`src/hdl/dpsu_pkg.sv`:
```
// ----------------------------------------------------------------------------
// dpsu_pkg
// Shared types and constants for the detector packet sparse unpacker.
// ----------------------------------------------------------------------------
package dpsu_pkg;

    // default largest packet length in words
    localparam int MAX_PACKET_WORDS_DEF = 4096;

    // word and field geometry
    localparam int WORD_W     = 32;
    localparam int LOW_W      = 20;
    localparam int LEN_IN_W   = 13;
    localparam int SLOTS      = 4;
    localparam int SAMPLE_W   = 5;
    localparam int CHAN_W     = 6;
    localparam int TIME_HI_W  = 5;
    localparam int TIME_W     = 7;
    localparam int HDR_WORDS  = 4;
    localparam int PEND_W     = SLOTS + 1;
    localparam int END_BIT    = 31;
    localparam int CHAN_LSB   = 25;
    localparam int TIME_LSB   = 20;

    // packet layout
    localparam int MIN_PACKET_WORDS = 6;
    localparam int HDR_FIRST_POS    = 1;
    localparam int HDR_LAST_POS     = 4;
    localparam int DATA_FIRST_POS   = 5;
    localparam int USER_FROM_END    = 3;
    localparam int PARITY_FROM_END  = 2;
    localparam int LAST_FROM_END    = 1;

    // result kinds
    localparam logic KIND_HIT     = 1'b0;
    localparam logic KIND_SUMMARY = 1'b1;

    // one decoded word waiting to be handed out as results
    typedef struct packed {
        logic [CHAN_W-1:0]                 channel;
        logic [TIME_HI_W-1:0]              time_hi;
        logic [SLOTS-1:0][SAMPLE_W-1:0]    samples;
        logic [HDR_WORDS-1:0][LOW_W-1:0]   header;
        logic [WORD_W-1:0]                 user_word;
        logic                              parity_ok;
    } t_item;

endpackage

```
`src/hdl/dpsu_decode.sv`:
```
// ----------------------------------------------------------------------------
// dpsu_decode
// Packet word tracking and decode: keeps the packet state and registers each
// accepted word as a pending item with one pending bit per result.
// ----------------------------------------------------------------------------
module dpsu_decode #(
    parameter int MAX_PACKET_WORDS = dpsu_pkg::MAX_PACKET_WORDS_DEF
) (
    input  logic                              i_clk,
    input  logic                              i_rst_n,
    input  logic                              i_valid,
    input  logic [dpsu_pkg::WORD_W-1:0]       i_word,
    input  logic                              i_first,
    input  logic [dpsu_pkg::LEN_IN_W-1:0]     i_packet_words,
    input  logic [dpsu_pkg::PEND_W-1:0]       i_pop,
    output logic                              o_stall,
    output dpsu_pkg::t_item                   o_item,
    output logic [dpsu_pkg::PEND_W-1:0]       o_pend
);

    localparam int LW = $clog2(MAX_PACKET_WORDS + 1);
    localparam int PW = $clog2(MAX_PACKET_WORDS);
    localparam int CW = (LW > dpsu_pkg::LEN_IN_W) ? LW : dpsu_pkg::LEN_IN_W;

    // packet state
    logic                                           r_active;
    logic [PW-1:0]                                  r_pos;
    logic [LW-1:0]                                  r_len;
    logic [dpsu_pkg::LOW_W-1:0]                     r_psum;
    logic                                           r_open;
    logic [dpsu_pkg::HDR_WORDS-1:0][dpsu_pkg::LOW_W-1:0] r_hdr;
    logic [dpsu_pkg::WORD_W-1:0]                    r_user;
    logic [dpsu_pkg::WORD_W-1:0]                    r_parw;

    // pending item
    logic [dpsu_pkg::PEND_W-1:0]                    r_pend;
    dpsu_pkg::t_item                                r_item;

    logic [dpsu_pkg::PEND_W-1:0]  pend_left;
    logic                         accept;
    logic [CW-1:0]                len_ext;
    logic [LW-1:0]                len_clamp;
    logic [LW-1:0]                cur_len;
    logic [PW-1:0]                cur_pos;
    logic [LW-1:0]                pos_ext;
    logic [dpsu_pkg::LOW_W-1:0]   cur_psum;
    logic                         cur_open;
    logic                         live;
    logic [LW-1:0]                len_user;
    logic [LW-1:0]                len_par;
    logic [LW-1:0]                len_last;
    logic                         in_hdr;
    logic                         in_data;
    logic                         is_last;
    logic [1:0]                   hdr_idx;
    logic [dpsu_pkg::SLOTS-1:0]   hit_mask;
    logic                         parity_ok;

    // handshake: take a new beat once the pending item drains this cycle
    assign pend_left = r_pend & ~i_pop;
    assign o_stall   = |pend_left;
    assign accept    = i_valid && !o_stall;

    // length sampling with clamp
    assign len_ext = CW'(i_packet_words);
    always_comb begin
        if (len_ext < CW'(dpsu_pkg::MIN_PACKET_WORDS)) begin
            len_clamp = LW'(dpsu_pkg::MIN_PACKET_WORDS);
        end else if (len_ext > CW'(MAX_PACKET_WORDS)) begin
            len_clamp = LW'(MAX_PACKET_WORDS);
        end else begin
            len_clamp = LW'(len_ext);
        end
    end

    // state seen by this beat, a first word restarts the packet
    assign cur_len  = i_first ? len_clamp : r_len;
    assign cur_pos  = i_first ? '0 : r_pos;
    assign cur_psum = i_first ? '0 : r_psum;
    assign cur_open = i_first ? 1'b1 : r_open;
    assign live     = i_first || r_active;
    assign pos_ext  = LW'(cur_pos);

    assign len_user = cur_len - LW'(dpsu_pkg::USER_FROM_END);
    assign len_par  = cur_len - LW'(dpsu_pkg::PARITY_FROM_END);
    assign len_last = cur_len - LW'(dpsu_pkg::LAST_FROM_END);

    // word role decode
    assign in_hdr  = (pos_ext >= LW'(dpsu_pkg::HDR_FIRST_POS)) &&
                     (pos_ext <= LW'(dpsu_pkg::HDR_LAST_POS));
    assign in_data = live && cur_open && (pos_ext >= LW'(dpsu_pkg::DATA_FIRST_POS)) &&
                     (pos_ext < len_user);
    assign is_last = live && (pos_ext == len_last);
    assign hdr_idx = 2'(pos_ext - LW'(dpsu_pkg::HDR_FIRST_POS));

    // one hit per nonzero sample slot
    always_comb begin
        for (int s = 0; s < dpsu_pkg::SLOTS; s++) begin
            hit_mask[s] = in_data && !i_word[dpsu_pkg::END_BIT] &&
                          (i_word[s*dpsu_pkg::SAMPLE_W +: dpsu_pkg::SAMPLE_W] != '0);
        end
    end

    // running parity checked against the whole parity word
    assign parity_ok = ({{(dpsu_pkg::WORD_W-dpsu_pkg::LOW_W){1'b0}}, cur_psum} == r_parw);

    // control state
    always_ff @(posedge i_clk) begin
        if (!i_rst_n) begin
            r_active <= 1'b0;
            r_pos    <= '0;
            r_len    <= '0;
            r_psum   <= '0;
            r_open   <= 1'b0;
            r_pend   <= '0;
        end else if (accept) begin
            r_pend <= {is_last, hit_mask};
            if (live) begin
                r_len <= cur_len;
                if (pos_ext <= len_user) begin
                    r_psum <= cur_psum ^ i_word[dpsu_pkg::LOW_W-1:0];
                end else begin
                    r_psum <= cur_psum;
                end
                if (is_last) begin
                    r_active <= 1'b0;
                    r_pos    <= '0;
                    r_open   <= 1'b0;
                end else begin
                    r_active <= 1'b1;
                    r_pos    <= cur_pos + PW'(1);
                    r_open   <= cur_open && !(in_data && i_word[dpsu_pkg::END_BIT]);
                end
            end
        end else begin
            r_pend <= pend_left;
        end
    end

    // header, user and parity words
    always_ff @(posedge i_clk) begin
        if (accept && live) begin
            if (in_hdr) begin
                r_hdr[hdr_idx] <= i_word[dpsu_pkg::LOW_W-1:0];
            end
            if (pos_ext == len_user) begin
                r_user <= i_word;
            end
            if (pos_ext == len_par) begin
                r_parw <= i_word;
            end
        end
    end

    // pending item payload
    always_ff @(posedge i_clk) begin
        if (accept) begin
            r_item.channel   <= i_word[dpsu_pkg::CHAN_LSB +: dpsu_pkg::CHAN_W];
            r_item.time_hi   <= i_word[dpsu_pkg::TIME_LSB +: dpsu_pkg::TIME_HI_W];
            r_item.samples   <= i_word[dpsu_pkg::SLOTS*dpsu_pkg::SAMPLE_W-1:0];
            r_item.header    <= r_hdr;
            r_item.user_word <= r_user;
            r_item.parity_ok <= parity_ok;
        end
    end

    assign o_item = r_item;
    assign o_pend = r_pend;

endmodule

```
`src/hdl/dpsu_emit.sv`:
```
// ----------------------------------------------------------------------------
// dpsu_emit
// Result register: hands out the pending results of one item, lowest slot
// first and the summary last, one beat per cycle unless the receiver stalls.
// ----------------------------------------------------------------------------
module dpsu_emit (
    input  logic                                i_clk,
    input  logic                                i_rst_n,
    input  logic                                i_stall,
    input  dpsu_pkg::t_item                     i_item,
    input  logic [dpsu_pkg::PEND_W-1:0]         i_pend,
    output logic [dpsu_pkg::PEND_W-1:0]         o_pop,
    output logic                                o_valid,
    output logic                                o_kind,
    output logic [dpsu_pkg::CHAN_W-1:0]         o_channel,
    output logic [dpsu_pkg::TIME_W-1:0]         o_time_bin,
    output logic [dpsu_pkg::SAMPLE_W-1:0]       o_sample,
    output logic [dpsu_pkg::LOW_W-1:0]          o_event_number,
    output logic [dpsu_pkg::LOW_W-1:0]          o_module_address,
    output logic [dpsu_pkg::LOW_W-1:0]          o_flag_word,
    output logic [dpsu_pkg::LOW_W-1:0]          o_beam_clock,
    output logic [dpsu_pkg::WORD_W-1:0]         o_user_word,
    output logic                                o_parity_ok,
    output logic                                o_end_of_packet
);

    logic                               r_valid;
    logic                               r_kind;
    logic [dpsu_pkg::CHAN_W-1:0]        r_channel;
    logic [dpsu_pkg::TIME_W-1:0]        r_time_bin;
    logic [dpsu_pkg::SAMPLE_W-1:0]      r_sample;
    logic [dpsu_pkg::LOW_W-1:0]         r_event_number;
    logic [dpsu_pkg::LOW_W-1:0]         r_module_address;
    logic [dpsu_pkg::LOW_W-1:0]         r_flag_word;
    logic [dpsu_pkg::LOW_W-1:0]         r_beam_clock;
    logic [dpsu_pkg::WORD_W-1:0]        r_user_word;
    logic                               r_parity_ok;
    logic                               r_end_of_packet;

    logic                               out_free;
    logic [dpsu_pkg::PEND_W-1:0]        pick;
    logic [1:0]                         slot;
    logic                               pick_summary;

    // lowest pending result goes out when the result register is free
    assign out_free     = !r_valid || !i_stall;
    assign pick         = i_pend & (~i_pend + dpsu_pkg::PEND_W'(1));
    assign pick_summary = pick[dpsu_pkg::SLOTS];
    assign o_pop        = out_free ? pick : '0;

    // slot number of the picked hit
    always_comb begin
        if (pick[1]) begin
            slot = 2'd1;
        end else if (pick[2]) begin
            slot = 2'd2;
        end else if (pick[3]) begin
            slot = 2'd3;
        end else begin
            slot = 2'd0;
        end
    end

    // valid flag
    always_ff @(posedge i_clk) begin
        if (!i_rst_n) begin
            r_valid <= 1'b0;
        end else if (out_free) begin
            r_valid <= |i_pend;
        end
    end

    // result payload
    always_ff @(posedge i_clk) begin
        if (out_free) begin
            if (pick_summary) begin
                r_kind           <= dpsu_pkg::KIND_SUMMARY;
                r_channel        <= '0;
                r_time_bin       <= '0;
                r_sample         <= '0;
                r_event_number   <= i_item.header[0];
                r_module_address <= i_item.header[1];
                r_flag_word      <= i_item.header[2];
                r_beam_clock     <= i_item.header[3];
                r_user_word      <= i_item.user_word;
                r_parity_ok      <= i_item.parity_ok;
                r_end_of_packet  <= 1'b1;
            end else begin
                r_kind           <= dpsu_pkg::KIND_HIT;
                r_channel        <= i_item.channel;
                r_time_bin       <= {i_item.time_hi, slot};
                r_sample         <= i_item.samples[slot];
                r_event_number   <= '0;
                r_module_address <= '0;
                r_flag_word      <= '0;
                r_beam_clock     <= '0;
                r_user_word      <= '0;
                r_parity_ok      <= 1'b0;
                r_end_of_packet  <= 1'b0;
            end
        end
    end

    assign o_valid          = r_valid;
    assign o_kind           = r_kind;
    assign o_channel        = r_channel;
    assign o_time_bin       = r_time_bin;
    assign o_sample         = r_sample;
    assign o_event_number   = r_event_number;
    assign o_module_address = r_module_address;
    assign o_flag_word      = r_flag_word;
    assign o_beam_clock     = r_beam_clock;
    assign o_user_word      = r_user_word;
    assign o_parity_ok      = r_parity_ok;
    assign o_end_of_packet  = r_end_of_packet;

endmodule

```
`src/hdl/detector_packet_sparse_unpacker.sv`:
```
// ----------------------------------------------------------------------------
// detector_packet_sparse_unpacker
// Unpacks sparse detector readout packets into hits and a packet summary.
// ----------------------------------------------------------------------------
// usage
//   input channel: i_valid / o_stall, one packet word per beat; i_first marks
//   word 0 and i_packet_words gives the packet length on that beat.
//   output channel: o_valid / i_stall, one result per beat: a hit for each
//   nonzero sample of a data word, then a summary on the last packet word.
//   path: an accepted word is registered as a pending item in u_decode, and
//   its results then move into the result register that drives o_valid.
//   throughput: a word holds the input until all of its results have moved
//   into the result register; words with one or no result go at one per
//   cycle while the receiver does not stall.
//   the next word is taken in the cycle in which the last pending result of
//   the current one moves into the result register.
//   when the receiver stalls, the result register holds its beat, and
//   o_stall rises as soon as a decoded word still has results waiting.
//   reset (synchronous, active low) drops the packet in progress and any
//   pending results; words before the next first word are ignored.
// ----------------------------------------------------------------------------
module detector_packet_sparse_unpacker #(
    parameter int MAX_PACKET_WORDS = dpsu_pkg::MAX_PACKET_WORDS_DEF
) (
    input  logic                                i_clk,
    input  logic                                i_rst_n,
    input  logic                                i_valid,
    output logic                                o_stall,
    input  logic [dpsu_pkg::WORD_W-1:0]         i_word,
    input  logic                                i_first,
    input  logic [dpsu_pkg::LEN_IN_W-1:0]       i_packet_words,
    output logic                                o_valid,
    input  logic                                i_stall,
    output logic                                o_kind,
    output logic [dpsu_pkg::CHAN_W-1:0]         o_channel,
    output logic [dpsu_pkg::TIME_W-1:0]         o_time_bin,
    output logic [dpsu_pkg::SAMPLE_W-1:0]       o_sample,
    output logic [dpsu_pkg::LOW_W-1:0]          o_event_number,
    output logic [dpsu_pkg::LOW_W-1:0]          o_module_address,
    output logic [dpsu_pkg::LOW_W-1:0]          o_flag_word,
    output logic [dpsu_pkg::LOW_W-1:0]          o_beam_clock,
    output logic [dpsu_pkg::WORD_W-1:0]         o_user_word,
    output logic                                o_parity_ok,
    output logic                                o_end_of_packet
);

    dpsu_pkg::t_item                 item;
    logic [dpsu_pkg::PEND_W-1:0]     pend;
    logic [dpsu_pkg::PEND_W-1:0]     pop;

    // word decode and packet state
    dpsu_decode #(
        .MAX_PACKET_WORDS (MAX_PACKET_WORDS)
    ) u_decode (
        .i_clk          (i_clk),
        .i_rst_n        (i_rst_n),
        .i_valid        (i_valid),
        .i_word         (i_word),
        .i_first        (i_first),
        .i_packet_words (i_packet_words),
        .i_pop          (pop),
        .o_stall        (o_stall),
        .o_item         (item),
        .o_pend         (pend)
    );

    // result register
    dpsu_emit u_emit (
        .i_clk            (i_clk),
        .i_rst_n          (i_rst_n),
        .i_stall          (i_stall),
        .i_item           (item),
        .i_pend           (pend),
        .o_pop            (pop),
        .o_valid          (o_valid),
        .o_kind           (o_kind),
        .o_channel        (o_channel),
        .o_time_bin       (o_time_bin),
        .o_sample         (o_sample),
        .o_event_number   (o_event_number),
        .o_module_address (o_module_address),
        .o_flag_word      (o_flag_word),
        .o_beam_clock     (o_beam_clock),
        .o_user_word      (o_user_word),
        .o_parity_ok      (o_parity_ok),
        .o_end_of_packet  (o_end_of_packet)
    );

endmodule

```
`config.mk`:
```
export PLATFORM = sky130hd
export DESIGN_NAME = detector_packet_sparse_unpacker
export DESIGN_NICKNAME = d
export VERILOG_FILES = /design/src/hdl/dpsu_pkg.sv /design/src/hdl/dpsu_decode.sv /design/src/hdl/dpsu_emit.sv /design/src/hdl/detector_packet_sparse_unpacker.sv
export SDC_FILE = /design/constraint.sdc
export NUM_CORES = 1
export LEC_CHECK = 0
export BUFFER_PORTS_ARGS = -buffer_cell sky130_fd_sc_hd__buf_4
export CAP_MARGIN = 40
export CORE_MARGIN = 2
export CORE_UTILIZATION = 50
export CTS_CLUSTER_DIAMETER = 60
export DETAILED_ROUTE_END_ITERATION = 10
export GPL_ROUTABILITY_DRIVEN = 0
export PLACE_DENSITY = 0.68
export SLEW_MARGIN = 20
export SYNTH_ARGS = -nofsm -noshare
export SYNTH_HDL_FRONTEND = slang
export SYNTH_HIERARCHICAL = 1
export SYNTH_SLANG_ARGS = --single-unit
```
`constraint.sdc`:
```
create_clock -name i_clk -period 27.7 [get_ports i_clk]
set_clock_uncertainty 0.2 [all_clocks]
set_input_delay 2.77 -clock i_clk [delete_from_list [all_inputs] [get_ports i_clk]]
set_output_delay 2.77 -clock i_clk [all_outputs]
set_load 0.02 [all_outputs]
```
After elaboration in Yosys (flattened, before gate mapping)
Index checks and enable logic that the tools add are counted.
- bits in registers: 473
- word-level logic and storage cells: 113
- memory bits (writable): 0
- latch bits: 0
- memories kept: 0
- memory bits (read-only): 0
- equal/unequal tests: 4
- bitwise logic cells: 5
- order comparisons: 10
- $add $sub $neg: 6
- shift-type cells: 0
- muxes and demuxes: 21
- reduce and logical (&&, ||, !) cells: 32
- divide/modulo/power cells: 0
- multiply operators: 0
- operators by type and width (kind ; number):
    $bwmux W80 ; 1
    $mux W20 ; 3
    $demux W20 S2 ; 1
    $eq A12 B13 Y1 ; 3
    $mux W13 ; 3
    $eq A20 B32 Y1 ; 1
    $sub A13 B2 Y13 const B ; 2
    $mux W12 ; 2
    $reduce_bool A5 Y1 ; 4
    $xor A20 B20 Y20 ; 1
    $logic_and A1 B1 Y1 ; 15
    $mux W5 ; 3
    $gt A13 B13 Y1 const B ; 1
    $le A12 B13 Y1 ; 1
    $lt A12 B13 Y1 ; 1
    $lt A13 B3 Y1 const B ; 1
    $sub A13 B1 Y13 const B ; 1
    $add A12 B1 Y12 const B ; 1
    $ge A12 B1 Y1 const B ; 1
    $ge A12 B3 Y1 const B ; 1
    $le A12 B3 Y1 const B ; 1
    $and A5 B5 Y5 ; 2
    $bmux W5 S2 ; 1
    $not A5 Y5 ; 2
    10 further kinds ; 25

Longest topological paths before layout
Gate-level depths: netlist (run 1).
- depth in word-level cells: 11
- mapped depth: 21

Hierarchy
Netlist (run 1), hierarchy kept.
- modules (own cells, without submodules) (module ; cells an instance ; times used ; area an instance (um2)):
    dpsu_decode ; 941 ; 1 ; 13560.5
    dpsu_emit ; 313 ; 1 ; 5128.7

Least setup slack after synthesis (run 1)
No wires, ideal clock.
- kind: input port to flip-flop
- start point: in i_stall
- end point: reg u_decode/r_user[0] in the netlist's numbering, enable pin
- path slack: 12951 ps
- stages on the path: 8
- library setup time: 470 ps
- buffers on the path: 1
- arrival time: 14079 ps
- cell sequence: nand2_1 and3_1 nor2b_1 nor4_1 and3_1 clkbuf_1 o21ai_2 a211oi_1
- cells in the longest elaborated chain, start to end: 10
- RTL lines (element ; line ; source):
    start: declaration ; detector_packet_sparse_unpacker.sv:33 ; input logic i_stall,
    $logic_not A1 Y1 ; dpsu_emit.sv:46 ; assign out_free = !r_valid || !i_stall;
    $logic_or A1 B1 Y1 ; dpsu_emit.sv:46 ;
    $mux W5 ; dpsu_emit.sv:49 ; assign o_pop = out_free ? pick : '0;
    named net pop (one bit) ; detector_packet_sparse_unpacker.sv:49 ; logic [dpsu_pkg::PEND_W-1:0] pop;
    $not A5 Y5 ; dpsu_decode.sv:60 ; assign pend_left = r_pend & ~i_pop;
    $and A5 B5 Y5 ; dpsu_decode.sv:60 ;
    $reduce_or A5 Y1 ; dpsu_decode.sv:61 ; assign o_stall = |pend_left;
    $logic_not A1 Y1 ; dpsu_decode.sv:62 ; assign accept = i_valid && !o_stall;
    $logic_and A1 B1 Y1 ; dpsu_decode.sv:62 ;
    named net u_decode.accept ; dpsu_decode.sv:40 ; logic accept;
    $logic_and A1 B1 Y1 ; dpsu_decode.sv:142 ; if (accept && live) begin
    $reduce_and A2 Y1 (no source line) ; -- ;
    end signal: assignment ; dpsu_decode.sv:147 ; r_user <= i_word;
    end: declaration ; dpsu_decode.sv:32 ; logic [dpsu_pkg::WORD_W-1:0] r_user;
The timed path passes the listed nets, and every way through them passes these cells.
A chain may end at the register's enable or synchronous reset.

Worst setup path after layout (run 1)
- start point: in i_stall
- end point: out o_stall
- cells in the longest elaborated chain, start to end: 6
- RTL lines (element ; line ; source):
    $logic_not A1 Y1 ; dpsu_emit.sv:46 ;
    $logic_or A1 B1 Y1 ; dpsu_emit.sv:46 ;
    $mux W5 ; dpsu_emit.sv:49 ;
    named net pop (one bit) ; detector_packet_sparse_unpacker.sv:49 ;
    $not A5 Y5 ; dpsu_decode.sv:60 ;
    $and A5 B5 Y5 ; dpsu_decode.sv:60 ;
    $reduce_or A5 Y1 ; dpsu_decode.sv:61 ;
    end: declaration ; detector_packet_sparse_unpacker.sv:28 ; output logic o_stall,
The timed path passes the listed nets, and every way through them passes these cells.

==> impl_metrics.yaml, run 1 <==
final_layout:
  syn_to_final_growth_pct: 19.4
  drive_above_1_share_pct: 22.7
  layout_common_cells: "edfxtp_1, buf_4, and2_1"
  final_nets: 1532
  fillers: 2763
  final_common_cell: "edfxtp_1"
  n_antenna_cell: 0
routing:
  vias: 10900
  wirelength_um: 40100
  drtIter0Drc: 826
  first_pass_iters: 5
  viasPerCell: 5.56
  wl_per_cell_um: 20.4
  ant_nets: 0
  drcViolationCount: 0
sta:
  setup_violations: 0
  hold_violations: 0
  tns_ns: 0
  worstMarginPinSlew_ns: 0.859
  slew-limit-headroom_pct: 42.1
  slew_violations: 0
  finalCritPeriodShare_pct: 25.8
  max_freq_mhz: 140
  min_period_ns: 7.15
  rsz0062_at_grt: "no"
clock_network:
  cts_hold_buffers: 0
  clk_latency_ns: 0.59
  cts_setup_buffers: 0
  htreeDepth: 2
  tritoncts: "yes"
  cts.sinks: 473
  clock_path_buffers: 3
  post_cts_resized: 0
  cts_buffers: 48
  cts_root_buf: "clkbuf_16"
  path_clk_slew_ns: 0.06
place:
  portBuffers: 184
  hpwl_um: 26700
floorplanning:
  die_y_um: 197
  start_util_pct: 50.9
  dieWidth_um: 197
  die-area_um2: 38900
  core_area_um2: 36700
  ios: 185
  rows: 70
yosys:
  ys_ff_latch: 473
  yosys_warnings: 6
  synth.distinct_cells: 83
  synth_flop_cell: "edfxtp_1"
  synth-edff-count: 420
  synth_cells: 1254
  synth.avg_cell_area_um2: 14.9
  syn_area_um2: 18700
  async_flop_share_pct: 0
  synth.yosys.seq_area_share_pct: 73.2
  synthesis.nets: 1327
power:
  p_leak_nw: 8.48
  vdd_drop_max_mv: 0.0478
  total_power_mw: 1.52
  p_per_area_nw_per_um2: 68.1
critical_path:
  cp_max_fo: 20
  critPathArrivalTime_ns: 4.18
  setup.worst_path.end_class: "output pin"
  start_kind: "primary input"
  criticalPathCategory: "primary input to output pin"
  required_ns: 24.73
outcome:
  status: "completed"
global_routing:
  antenna_found_initial: 0
  grt_max_degree: 83
  grt_pass1_vias: 10600
  gr-total-overflow: 0
  grt_usage_pct: 20.6
  grt_first_pass_wirelength_um: 60900
run:
  max-cap-violations: 0
min_path:
  worstHoldPathType: "flop to flop"
cell families (layout without fill, tap and decap cells):
| kind of cell | Yosys count | count (layout) | synth area share (%) |
|---|---|---|---|
| flip-flops | 473 | 473 | 73.2 |
| XOR/XNOR | 41 | 41 | 1.92 |
| adder cells (fa/ha/maj) | 23 | 23 | 1.54 |
| multiplexers | 4 | 4 | 0.241 |
| buffers and inverters | 88 | 333 | 2.37 |
| AND/OR/NAND/NOR | 414 | 414 | 12.3 |
| AO/OA/AOI/OAI | 211 | 211 | 8.45 |
cell usage after synthesis (8+ instances only):
cell type / number / share of area, %
clkbuf_1: 18 / 0.36
xnor2_1: 31 / 1.5
xor2_1: 10 / 0.47
a22oi_1: 8 / 0.32
nor2b_1: 31 / 1.0
a21oi_2: 24 / 1.1
dfxtp_1: 53 / 5.7
a21o_1: 24 / 0.96
nor2_1: 60 / 1.2
nand4_1: 10 / 0.33
and2_1: 117 / 3.9
o21ai_0: 19 / 0.51
nor3_1: 16 / 0.43
ha_1: 23 / 1.5
a31oi_1: 9 / 0.30
buf_2: 15 / 0.40
inv_1: 35 / 0.70
nand2_1: 72 / 1.4
nor4_1: 14 / 0.47
nand3_1: 40 / 1.1
edfxtp_1: 420 / 67
a211oi_1: 13 / 0.52
buf_6: 10 / 0.60
o21ai_1: 12 / 0.32
a21oi_1: 28 / 0.75
and3_1: 12 / 0.40
report_power, final:
part / internal (mW) / leakage (nW) / switching (mW) / total (mW)
clock: 0.374 / 0.794 / 0.269 / 0.643
combinational: 0.0311 / 2.94 / 0.0551 / 0.0862
sequential: 0.786 / 4.74 / 0.00538 / 0.791
total: 1.19 / 8.48 / 0.330 / 1.52
state kept, by name, summed over array words and instances (netlist names), 5 cells and up:
signal	flops
u_decode/r_pos	12
u_emit/o_beam_clock	20
u_emit/o_flag_word	20
u_decode/r_len	13
u_decode/r_user	32
u_decode/r_psum	20
u_decode/r_hdr	80
u_emit/o_event_number	20
u_emit/o_user_word	32
u_emit/o_module_address	20
u_decode/r_parw	32
u_emit/o_time_bin	7
u_emit/o_sample	5
u_decode/o_item	144
u_decode/o_pend	5
u_emit/o_channel	6
through the flow:
stage          util [%]  hold slack [ns]  std cells  worst slack (ns)  instance area (µm²)
2_1_floorplan         -            0.200       1254             12.95                18700
3_3_place_gp       55.8            0.201       1866             20.00                20500
3_5_place_dp       56.3            0.205       1874             19.83                20700
4_1_cts            60.7            0.214       1964             20.05                22300
5_1_grt            60.8            0.217       1967             20.45                22300
6_report           60.8            0.215       1967             20.55                22300
path summary, 6_finish.rpt:
check,startpoint,to,slack [ns],cells after the start
worst min register to register,u_decode/r_hdr[59]$_DFFE_PP_,u_decode/o_item[92]$_DFFE_PP_,0.22,0
worst min-delay path,u_decode/r_hdr[59]$_DFFE_PP_,u_decode/o_item[92]$_DFFE_PP_,0.22,0
worst max register to register,u_decode/o_pend[1]$_SDFF_PN0_,u_decode/r_parw[4]$_DFFE_PP_,22.89,13
worst max-delay path,i_stall,o_stall,20.55,8
layer usage:
layer / vias to the layer above / share of wire [%] / global-route usage, %
met5: - / 0 / 0
met4: 0 / 3.7 / 9.25
met1: 5344 / 41 / 27.1
met2: 384 / 49 / 34.1
met3: 84 / 6.0 / 3.12
li1: 5115 / - / -
critical path: stages:
cell,delay [ns]
buf_4,0.12
nand2_4,0.05
buf_4,0.27
and3_1,0.21
nor2b_1,0.06
nor4_1,0.35
nand2_1,0.16
buf_4,0.18
cell type report:
class,instances,area (µm²),area share (%)
flip-flops and latches,473,13700,61.3
multi-input cells,693,4630,20.7
repair buffers,207,1700,7.61
clock buffers,64,1340,6.02
well taps,468,586,2.62
clock inverters,26,255,1.14
inverters,36,135,0.605
Power figures use the tool's default switching activity.
==> run 2, diff against run 1 <==
==> constraint.sdc (replaced) <==
create_clock -name i_clk -period 7.4 [get_ports i_clk]
set_clock_uncertainty 0.2 [all_clocks]
set_input_delay 0.74 -clock i_clk [delete_from_list [all_inputs] [get_ports i_clk]]
set_output_delay 0.74 -clock i_clk [all_outputs]
set_load 0.02 [all_outputs]
==> run 2 against run 1 <==
Effect of this change: register-to-register slack got worse by 20 ns; setup slack lost 18 ns; critical endpoint is now u_decode/r_user[16]$_DFFE_PP_; flip-flop and latch count unchanged; clock power rose to 3.8 times the previous value.
==> impl_metrics.yaml, run 2 (same netlist as run 1, synthesis figures left out) <==
place:
  place_area_um2: 20600
  portBuffers: 184
  hpwl_um: 26700
  post-place-cells: 1872
routing:
  viasPerCell: 5.59
  wirelength_um: 40600
  first_pass_iters: 5
  ant_nets: 0
  vias: 11000
  drtIter0Drc: 816
  drcViolationCount: 0
  wl_per_cell_um: 20.6
power:
  p_clk_share_pct: 42.4
  power_frac_comb_pct: 5.6
  seqPwrFrac_pct: 52.0
  p_per_area_nw_per_um2: 256
  switching_share_pct: 22.3
  p_sw_mw: 1.27
  vdd_drop_max_mv: 0.170
  p_int_mw: 4.43
  p_leak_nw: 8.42
critical_path:
  crit_buf_inv: 3
  cp_max_fo: 28
  start_kind: "primary input"
  critPathArrivalTime_ns: 4.69
  cp_slowest_cell: "buf_4"
  cpPeakStageDelay_ns: 0.45
  r2r_start: "u_decode/o_pend[1]$_SDFF_PN0_"
  setup.worst_path.end_class: "flop"
  r2r_cells: 10
  r2r_end: "u_decode/r_hdr[66]$_DFFE_PP_"
  required_ns: 7.44
  timing.reg2reg.setup_slack_ns: 3.00
  cp.depth: 16
  crit_end: "u_decode/r_user[16]$_DFFE_PP_"
  cpLargestDelayFamily: "compound AO/OA/AOI/OAI gates"
  startpoint: "i_packet_words[9]"
  path_cells: "buf_4, nor4_4, a31o_1, a22o_1, inv_2, ha_1, a21oi_1, nand2_1, a21oi_1, nand2_1, xnor2_1, ha_1, nand4_1, or3_1, a211oi_4, buf_4"
  criticalPathCategory: "primary input to flop"
run:
  max-cap-violations: 0
sta:
  slew-limit-headroom_pct: 46.6
  slew_violations: 0
  finalCritPeriodShare_pct: 62.8
  min_period_ns: 4.65
  tns_ns: 0
  worstMarginPinSlew_ns: 0.800
  max_freq_mhz: 215
  hold_ws_ns: 0.148
  hold_violations: 0
  setup_violations: 0
  rsz0062_at_grt: "no"
min_path:
  min_from: "i_word[21]"
  worstHoldPathType: "primary input to flop"
floorplanning:
  start_util_pct: 50.9
  die_y_um: 197
  die-area_um2: 38900
  core_area_um2: 36700
  rows: 70
  dieWidth_um: 197
  ios: 185
clock_network:
  cts_hold_buffers: 0
  cts_root_buf: "clkbuf_16"
  cts_setup_buffers: 0
  htreeDepth: 2
  cts.sinks: 473
  tritoncts: "yes"
  path_clk_slew_ns: 0.06
  clk_latency_ns: 0.59
  cts_buffers: 50
  clock_path_buffers: 3
  post_cts_resized: 0
global_routing:
  grt_first_pass_wirelength_um: 61100
  gr-total-overflow: 0
  grt_pass1_vias: 10700
  grt_usage_pct: 20.7
  antenna_found_initial: 0
  grt_max_degree: 66
final_layout:
  fin_area_um2: 22300
  fin_cells: 1967
  n_antenna_cell: 0
  drive_above_1_share_pct: 22.5
  final_nets: 1530
  final_common_cell: "edfxtp_1"
  syn_to_final_growth_pct: 19.2
  fillers: 2784
  layout_common_cells: "edfxtp_1, buf_4, and2_1"
  largest_register_ffs: 144
outcome:
  status: "completed"
## run 2: worst min path at each step
stage                                      to  depth (start not counted)
2_1_floorplan  u_decode/o_item[100]$_DFFE_PP_                          0
3_3_place_gp   u_decode/o_item[100]$_DFFE_PP_                          0
3_5_place_dp    u_decode/o_item[18]$_DFFE_PP_                          0
4_1_cts        u_decode/o_item[135]$_DFFE_PP_                          1
5_1_grt         u_decode/r_parw[21]$_DFFE_PP_                          1
6_report        u_decode/r_user[21]$_DFFE_PP_                          1
## run 2: power by group through the flow
| stage | combinational, mW | sequential, mW | clock (mW) |
|---|---|---|---|
| 6_report | 0.318 | 2.96 | 2.42 |
| 5_1_grt | 0.342 | 2.97 | 2.58 |
| 3_3_place_gp | 0.302 | 3.02 | 0 |
| 2_1_floorplan | 0.188 | 3.02 | 0 |
| 4_1_cts | 0.314 | 2.96 | 2.46 |
| 3_5_place_dp | 0.312 | 3.02 | 0 |
## run 2: per-layer routing
layer / wire length [µm] / GRT usage [%]
met1: 16800 / 27.2
met2: 19700 / 34.4
met3: 2810 / 3.76
met4: 1280 / 7.85
met5: 0 / 0
## run 2: cell type report
cell class	instances	area, µm²	area share (%)
flip-flops and latches	473	13700	61.4
clock buffers	65	1340	6.01
repair buffers	203	1610	7.23
well taps	468	586	2.63
inverters	36	135	0.607
clock inverters	29	292	1.31
multi-input cells	693	4640	20.8
## run 2: stage by stage
stage / utilization (%) / total power [mW] / worst slack [ns]
5_1_grt: 60.7 / 5.89 / 2.40
2_1_floorplan: - / 3.21 / 0.477
4_1_cts: 60.7 / 5.74 / 2.47
6_report: 60.7 / 5.70 / 2.75
3_3_place_gp: 55.8 / 3.32 / 2.02
3_5_place_dp: 56.2 / 3.33 / 2.19
## run 2: worst reg2reg max path, cell delays in order, from the launching register on
cell     delay, ns
dfxtp_1       0.47
nor2_1        0.30
and3_4        0.60
and2_1        0.22
nor2b_1       0.06
nor4_1        0.42
and3_4        0.35
o21a_1        0.32
buf_8         0.21
nand3_1       0.23
nor2_4        0.64
==> run 3, diff against run 2 <==
--- a/config.mk
+++ b/config.mk
@@ -5,6 +5,7 @@
 export SDC_FILE = /design/constraint.sdc
 export NUM_CORES = 1
 export LEC_CHECK = 0
+export ABC_AREA = 1
 export BUFFER_PORTS_ARGS = -buffer_cell sky130_fd_sc_hd__buf_4
 export CAP_MARGIN = 40
 export CORE_MARGIN = 2
==> constraint.sdc (replaced) <==
create_clock -name i_clk -period 4.6 [get_ports i_clk]
set_clock_uncertainty 0.2 [all_clocks]
set_input_delay 0.46 -clock i_clk [delete_from_list [all_inputs] [get_ports i_clk]]
set_output_delay 0.46 -clock i_clk [all_outputs]
set_load 0.02 [all_outputs]
==> run 3 against run 2 <==
Effect of this change: critical path depth is the same; routed wire length shrank 6.2%; clock-buffer cell count fell by 12; largest power group unchanged; power rose by 55%; largest cell class unchanged; hold slack got worse by 0.10 ns; clock power up 48%; flip-flop and latch count unchanged; die area is 3.3% higher; highest routed layer unchanged; final cell count increased by 16%.
==> impl_metrics.yaml, run 3 <==
global_routing:
  grt_max_degree: 65
  gr-total-overflow: 0
  antenna_found_initial: 0
  grt_usage_pct: 19.1
  grt_first_pass_wirelength_um: 60000
  grt_pass1_vias: 11000
power:
  total_power_mw: 8.87
  p_leak_nw: 9.49
  vdd_drop_max_mv: 0.296
  p_per_area_nw_per_um2: 383
final_layout:
  utilization_pct: 60.2
  final_common_cell: "edfxtp_1"
  syn_to_final_growth_pct: 19.7
  layout_common_cells: "edfxtp_1, inv_1, buf_4"
  fin_area_um2: 23100
  final_nets: 1807
  drive_above_1_share_pct: 24.5
  fillers: 3055
  fin_cells: 2288
  largest_register_ffs: 144
  n_antenna_cell: 0
routing:
  viasPerCell: 4.90
  first_pass_iters: 5
  wirelength_um: 38100
  drtIter0Drc: 737
  ant_nets: 0
  wl_per_cell_um: 16.6
  vias: 11200
  drcViolationCount: 0
clock_network:
  path_clk_slew_ns: 0.06
  cts.sinks: 473
  clock_path_buffers: 3
  cts_root_buf: "clkbuf_16"
  cts_setup_buffers: 0
  htreeDepth: 2
  post_cts_resized: 0
  clk_latency_ns: 0.57
  cts_buffers: 49
  cts_hold_buffers: 31
  tritoncts: "yes"
min_path:
  worstHoldPathType: "primary input to flop"
  whs_endpoint: "u_decode/r_hdr[69]$_DFFE_PP_"
  min_from: "i_word[9]"
  hold_path_depth: 1
floorplanning:
  rows: 72
  die_y_um: 201
  core_area_um2: 38400
  dieWidth_um: 201
  ios: 185
  die-area_um2: 40200
  start_util_pct: 50.3
sta:
  max_freq_mhz: 256
  hold_violations: 0
  postLayoutSetupSlackWorst_ns: 0.689
  slew_violations: 0
  min_period_ns: 3.91
  rsz0062_at_grt: "no"
  finalCritPeriodShare_pct: 85.0
  setup_violations: 0
  worstMarginPinSlew_ns: 0.790
  slew-limit-headroom_pct: 47.3
yosys:
  async_flop_share_pct: 0
  ys_ff_latch: 473
  synth_top_area_cell: "edfxtp_1"
  yosys_warnings: 6
  yosysMostFrequentCell: "edfxtp_1"
  synth.avg_cell_area_um2: 13.0
  yosys-top-cells-count: "edfxtp_1, inv_1, nand2_1"
  synth_flop_cell: "edfxtp_1"
  synthesis.nets: 1556
  syn_area_um2: 19300
  synth_cells: 1483
  synth-edff-count: 420
  yosysTopAreaCellShare_pct: 65.3
  synth.yosys.seq_area_share_pct: 70.8
  synth_area_leaders: "edfxtp_1, dfxtp_1, inv_1"
  synth.distinct_cells: 60
place:
  place_area_um2: 21300
  post-place-cells: 2169
  dp_slack_ns: 0.201
  hpwl_um: 25400
  portBuffers: 184
critical_path:
  r2r_start: "u_decode/o_pend[1]$_SDFF_PN0_"
  cp_max_fo: 37
  start_kind: "flop"
  timing.reg2reg.setup_slack_ns: 0.69
  critPathArrivalTime_ns: 3.98
  criticalPathCategory: "flop to flop"
  r2r_end: "u_decode/r_parw[16]$_DFFE_PP_"
  r2r_cells: 16
  required_ns: 4.66
  setup.worst_path.end_class: "flop"
run:
  max-cap-violations: 0
outcome:
  status: "completed"
[run 3: cell types whose count changed after synthesis, sizes merged, moves of 14 or more]
cell    change
inv       +199
nor2      +160
and2      -117
nand2     +113
nand3      +44
nor2b      -30
xor2       +27
xnor2      -25
a21o       -23
a211oi     -14
a21oi      +14
[run 3: per-layer routing]
| metal | global-route usage [%] | part of all wire [%] |
|---|---|---|
| met5 | 0 | 0 |
| met2 | 33.2 | 51 |
| met1 | 24.3 | 42 |
| met3 | 3.10 | 4.9 |
| met4 | 6.88 | 2.2 |
[run 3: stage by stage]
step	hold WS, ns	TNS (ns)
finish	0.0481	0
global route	0.0179	0
CTS	0.00666	0
detailed placement	0.205	0
global placement	0.200	0
floorplan	0.200	-5.89
[run 3: logic make-up (layout without fill, tap and decap cells)]
| family | after synthesis | after routing | share of synthesized area [%] |
|---|---|---|---|
| xor gates and xnor gates | 43 | 43 | 2.03 |
| adders and majority gates | 23 | 23 | 1.49 |
| AOI/OAI and AO/OA | 120 | 120 | 3.84 |
| buffers and inverters | 279 | 566 | 6.30 |
| DFF | 473 | 473 | 70.8 |
| and+or+nand+nor | 545 | 545 | 15.6 |
[run 3: report_power, final]
part | total [mW] | leakage, nW | internal (mW) | switching, mW
sequential | 4.76 | 4.74 | 4.73 | 0.0290
clock | 3.57 | 0.715 | 2.01 | 1.56
combinational | 0.532 | 4.04 | 0.183 | 0.349
[run 3: layout make-up]
class                      instances  area [µm²]  area share [%]
clock buffer                      53        1240            5.37
clock inverter                    34         211           0.915
inverter                         237         910            3.93
multi-input combinational        731        4470            19.3
sequential                       473       13700            59.1
tap                              518         648            2.80
timing repair buffer             242        1970            8.51
[run 3: worst max-delay path by stage]
stage / from / end / slack (ns) / cells past startpoint
floorplan: u_emit/o_valid$_SDFFE_PN0N_ / u_decode/r_hdr[40]$_DFFE_PP_ / -0.07 / 12
finish: u_decode/o_pend[1]$_SDFF_PN0_ / u_decode/r_parw[16]$_DFFE_PP_ / 0.69 / 16
global route: i_packet_words[9] / u_decode/r_psum[0]$_SDFFE_PN0P_ / 0.35 / 25
detailed placement: i_packet_words[6] / u_decode/r_psum[11]$_SDFFE_PN0P_ / 0.20 / 25
global placement: i_packet_words[3] / u_decode/r_psum[6]$_SDFFE_PN0P_ / 0.33 / 25
CTS: u_decode/o_pend[1]$_SDFF_PN0_ / u_decode/r_hdr[12]$_DFFE_PP_ / 0.69 / 13
[run 3: worst max-delay path, cell delays in order (launching register included)]
cell      delay [ns]
dfxtp_1         0.34
nor2_4          0.17
nand2_1         0.28
nor2_1          0.18
nor2_1          0.08
nor3_1          0.27
nand4_1         0.30
clkinv_8        0.26
nand2_1         0.10
buf_4           0.23
nor2_1          0.15
o2111a_1        0.19
nand3_1         0.06
nor2_1          0.09
nand3_1         0.13
nor2_4          0.31
buf_12          0.24
